## config.mk

```make
export PLATFORM = sky130hd
export DESIGN_NAME = cpcs_ctrl
export DESIGN_NICKNAME = d
export VERILOG_FILES = /design/src/hdl/cpcs_pkg.sv /design/src/hdl/cpcs_ctrl.sv
export SDC_FILE = /design/constraint.sdc
export NUM_CORES = 1
export LEC_CHECK = 0
export ABC_AREA = 1
export BUFFER_PORTS_ARGS = -buffer_cell sky130_fd_sc_hd__clkbuf_2
export CORE_AREA = 5 5 42 44
export DETAILED_ROUTE_END_ITERATION = 8
export DIE_AREA = 0 0 47 49
export PLACE_DENSITY = 0.63
export SETUP_SLACK_MARGIN = 0.2
export SLEW_MARGIN = 10
export SYNTH_ARGS = -nofsm -noshare
export SYNTH_HDL_FRONTEND = slang
export SYNTH_SLANG_ARGS = --single-unit
```

## constraint.sdc

```tcl
create_clock -name clk -period 1.08 [get_ports clk]
set_input_delay 0 -clock clk [delete_from_list [all_inputs] [get_ports clk]]
set_output_delay 0 -clock clk [all_outputs]
set_load 0.02 [all_outputs]
```

## src/hdl/cpcs_pkg.sv

```systemverilog
package cpcs_pkg;

  localparam int CFG_IDX_W  = 2;
  localparam int CFG_DATA_W = 8;

  localparam logic [CFG_IDX_W-1:0] CFG_FRAME_WIDTH   = 2'd0;
  localparam logic [CFG_IDX_W-1:0] CFG_FRAME_HEIGHT  = 2'd1;
  localparam logic [CFG_IDX_W-1:0] CFG_NOISE_PERCENT = 2'd2;

  localparam logic [7:0] FRAME_WIDTH_RST   = 8'd128;
  localparam logic [6:0] FRAME_HEIGHT_RST  = 7'd64;
  localparam logic [6:0] NOISE_PERCENT_RST = 7'd95;

  localparam int NOISE_SCALE = 100;

  localparam int COUNT_W = 7;
  localparam logic [COUNT_W-1:0] RESULT_LIMIT = 7'd64;

  localparam int START_W = 7;
  localparam int LEN_W   = 8;

  typedef struct packed {
    logic accept_en;
    logic start;
    logic read;
    logic count;
    logic sum;
    logic eval;
    logic finish;
  } cpcs_cmd_t;

  typedef struct packed {
    logic frame_end;
    logic has_ink;
    logic found;
    logic limit;
    logic at_end;
    logic hold;
    logic out_free;
  } cpcs_stat_t;

endpackage

```

## src/hdl/cpcs_ctrl.sv

```systemverilog
module cpcs_ctrl (
  input  logic                 clk,
  input  logic                 rst_n,
  input  cpcs_pkg::cpcs_stat_t stat,
  output cpcs_pkg::cpcs_cmd_t  cmd
);
  import cpcs_pkg::*;

  typedef enum logic [2:0] {
    ST_IDLE,
    ST_START,
    ST_READ,
    ST_COUNT,
    ST_SUM,
    ST_EVAL,
    ST_FINISH
  } state_t;

  state_t    state_r;
  state_t    state_nxt;
  cpcs_cmd_t cmd_r;
  cpcs_cmd_t cmd_nxt;

  always_comb begin
    state_nxt = state_r;
    case (state_r)
      ST_IDLE: begin
        if (stat.frame_end) state_nxt = ST_START;
      end
      ST_START: begin
        state_nxt = stat.has_ink ? ST_READ : ST_FINISH;
      end
      ST_READ:  state_nxt = ST_COUNT;
      ST_COUNT: state_nxt = ST_SUM;
      ST_SUM:   state_nxt = ST_EVAL;
      ST_EVAL: begin
        if (!stat.hold) begin
          if ((stat.found && stat.limit) || stat.at_end) begin
            state_nxt = ST_FINISH;
          end else begin
            state_nxt = ST_READ;
          end
        end
      end
      ST_FINISH: begin
        if (stat.out_free) state_nxt = ST_IDLE;
      end
      default: state_nxt = ST_IDLE;
    endcase
  end

  always_comb begin
    cmd_nxt = '0;
    case (state_nxt)
      ST_IDLE:   cmd_nxt.accept_en = 1'b1;
      ST_START:  cmd_nxt.start     = 1'b1;
      ST_READ:   cmd_nxt.read      = 1'b1;
      ST_COUNT:  cmd_nxt.count     = 1'b1;
      ST_SUM:    cmd_nxt.sum       = 1'b1;
      ST_EVAL:   cmd_nxt.eval      = 1'b1;
      ST_FINISH: cmd_nxt.finish    = 1'b1;
      default:   cmd_nxt.accept_en = 1'b1;
    endcase
  end

  always_ff @(posedge clk) begin
    if (!rst_n) begin
      state_r <= ST_IDLE;
      cmd_r   <= '{accept_en: 1'b1, default: 1'b0};
    end else begin
      state_r <= state_nxt;
      cmd_r   <= cmd_nxt;
    end
  end

  assign cmd = cmd_r;

endmodule

```

==> results.md <==
- Clk Latency, worst-skew pair: between 200 and 300 ps
- Total GRT Usage: 0.09739
- Die Ht: between 40 and 50 um
- HP Class: input pin to register
- Clock buffer depth: 2
- Final Wtd Congestion: 0.7864
- P&R area growth vs syn: 45.56%
- IO buf count: 15
- Routed len/inst: ~9.4 um
- Most used cell, CP: nand2_2
- Final period util: 0.9711
- Synthesized net count: 75
- Slowest stage delay, CP: 370 ps
- Power Dens Cells: roughly 2300 nW/um^2
- Worst-path fanout max: 5
- Max Cap Viol: 0
- Syn avg cell area: 6.825 sq um
- End-of-flow core utilization: 0.4679
- Crit-path slowest cell: dfxtp_4
- Netlist cell types: 12
- Pin count of the biggest net entering global routing: 8
- Max-slew violations: 0
- Die width: 47 um
- Synthesized area: approximately 450 sq um
- Final hold violation count: 0
- Highest clock rate: around 950 MHz
- Register bit total from synthesis: 10
- DR pass1 iterations: 4
- Root Driver: clkbuf_4
- Setup TNS Final: 0 ps
- Core box area: between 1000 and 1500 sq um
- Post-Route WL: 960 um
- Post-CTS setup buffers: 0
- Die Area: around 2300 sq um
- Fin area: between 600 and 700 sq um
- I/O pins: 16
- Slew Limit Headroom: 0.8826
- CP endpoint kind: register
- Synth Instances: 66
- First-pass GRT wire length: 1566 um
- Yosys warning total: 0
- Fin crit period: around 1000 ps
- Via-per-instance ratio: 4.324
- Filler cells: 164
- DRC violations left: 0
- Worst-Margin Slew: roughly 170 ps
- DR vias: around 440
- Clock Skews: 3.914 ps
- Final setup vio count: 0
- Layout cells sized above 1: 0.5581
- Cells along the critical path: inv_4 > nand2_4 > nor2_4 > nand2_2 > nand3_2 > inv_2 > nand2_2 > nor2_1
- Total CTS buffers: 3
- Core Rows: 14
- Seq/Total Area, Yosys: 0.4444
- Met2 WL: around 520 um
- Critical path type: register to register
- Arr. time, crit path: 1200 ps
- Most common cell after layout, fill and taps aside: clkbuf_2
- Crit path launch type: register
- Vias in the first global route: 377
- Status: completed
- Setup Slack @ Placement: between 30 and 40 ps
- CTS sink cnt: 10
- Hpwl dp: ~740 um
- Commonest non-fill, non-tap cells in the layout: 15 x clkbuf_2, 9 x nor2_1, 8 x nand2_2
- Static leakage: 0.0003227 uW
- Max IR drop VDD: slightly above 700 uV
- Required @ worst endpoint: about 1200 ps
- Antenna violations before repair: 0
- Unrepaired setup endpoints after global routing: true
- Max Used Layer: met3
- 1st-iter DRT viols: 3
- Final ANT Viol Nets: 0
- Dpl cells: slightly below 100
- Wl on met1: between 300 and 400 um
- Area post-placement: between 500 and 600 sq um
- CTS tree: built
- H-Tree Depth: 1
- Nets: 96
- Finished Layout Cells: around 100
- Clock transition at path regs: ~60 ps
- Met3 WL: approximately 54 um
- Setup slack after layout: about 31 ps
- Antenna cells: 0
- Initial core utilization: 0.3214
- Grt ovf: 0
## flip-flops by register name, summed over array words and instances, names as in the netlist
| register | count |
|---|---|
| state_r | 3 |
| cmd | 7 |
## repair_timing
action / CTS / global route
gates resized for setup: 15 / 10
endpoints found under the hold margin: 1 / 0
pin swaps: 10 / 8
setup endpoints to repair: 8 / 8
hold buffers: 1 / 0
## cells in the mapped netlist
cell / count / area share
a21oi_1: 1 / 0.011
nand2_2: 2 / 0.028
nand3_1: 4 / 0.044
nand3_2: 2 / 0.044
nor2_1: 13 / 0.11
nor2_2: 3 / 0.042
nand2_1: 14 / 0.12
inv_1: 9 / 0.075
nand4_1: 3 / 0.042
inv_2: 4 / 0.033
o21ai_0: 1 / 0.011
dfxtp_1: 10 / 0.44
## kinds of logic after synthesis
logic type | after synthesis | share of synthesized area
compound gates | 2 | 0.02220
buf+inv | 13 | 0.1083
simple gates | 41 | 0.4250
flops | 10 | 0.4444
## final cells by class
type	count	area, sq um	area share
timing repair buffer	16	85.08	0.1298
inverter	13	58.81	0.08969
clock buffer	4	26.28	0.04008
multi-input combinational	43	254.0	0.3874
tap	16	20.02	0.03053
sequential	10	211.5	0.3225
## final timing paths
path	start	end	slack, ps	cells past startpoint
max	state_r[1]	cmd[4]	30	8
min	rst_n	state_r[2]	20	3
max reg2reg	state_r[1]	cmd[4]	30	8
min reg2reg	state_r[1]	cmd[2]	540	2
## where the power goes
part / switching, uW / internal [uW] / leakage (uW)
clock network: 110 / 142 / 0.0000150
registers: 108 / 479 / 0.0000838
logic: 417 / 237 / 0.000224
total: 635 / 858 / 0.000323
## per-stage QoR
step | total power (uW) | hold WS [ps]
3_3_place_gp | 1094 | 206.0
3_5_place_dp | 1102 | 208.9
2_1_floorplan | 962.6 | 68.76
4_1_cts | 1454 | 23.25
6_report | 1493 | 23.73
5_1_grt | 1615 | 39.17
## per-layer routing
layer,up-vias,GRT usage
li1,239,-
met1,192,0.1195
met2,10,0.1425
met3,0,0.02214
met4,0,0.06912
met5,-,0
## worst max-delay path, delay by kind of cell, from the launching register on
family	cells	cell delay (ps)
and+or+nand+nor	6	430
buffers and inverters	2	130
DFF	1	370
Note: power is estimated with default switching activity, not from simulation.
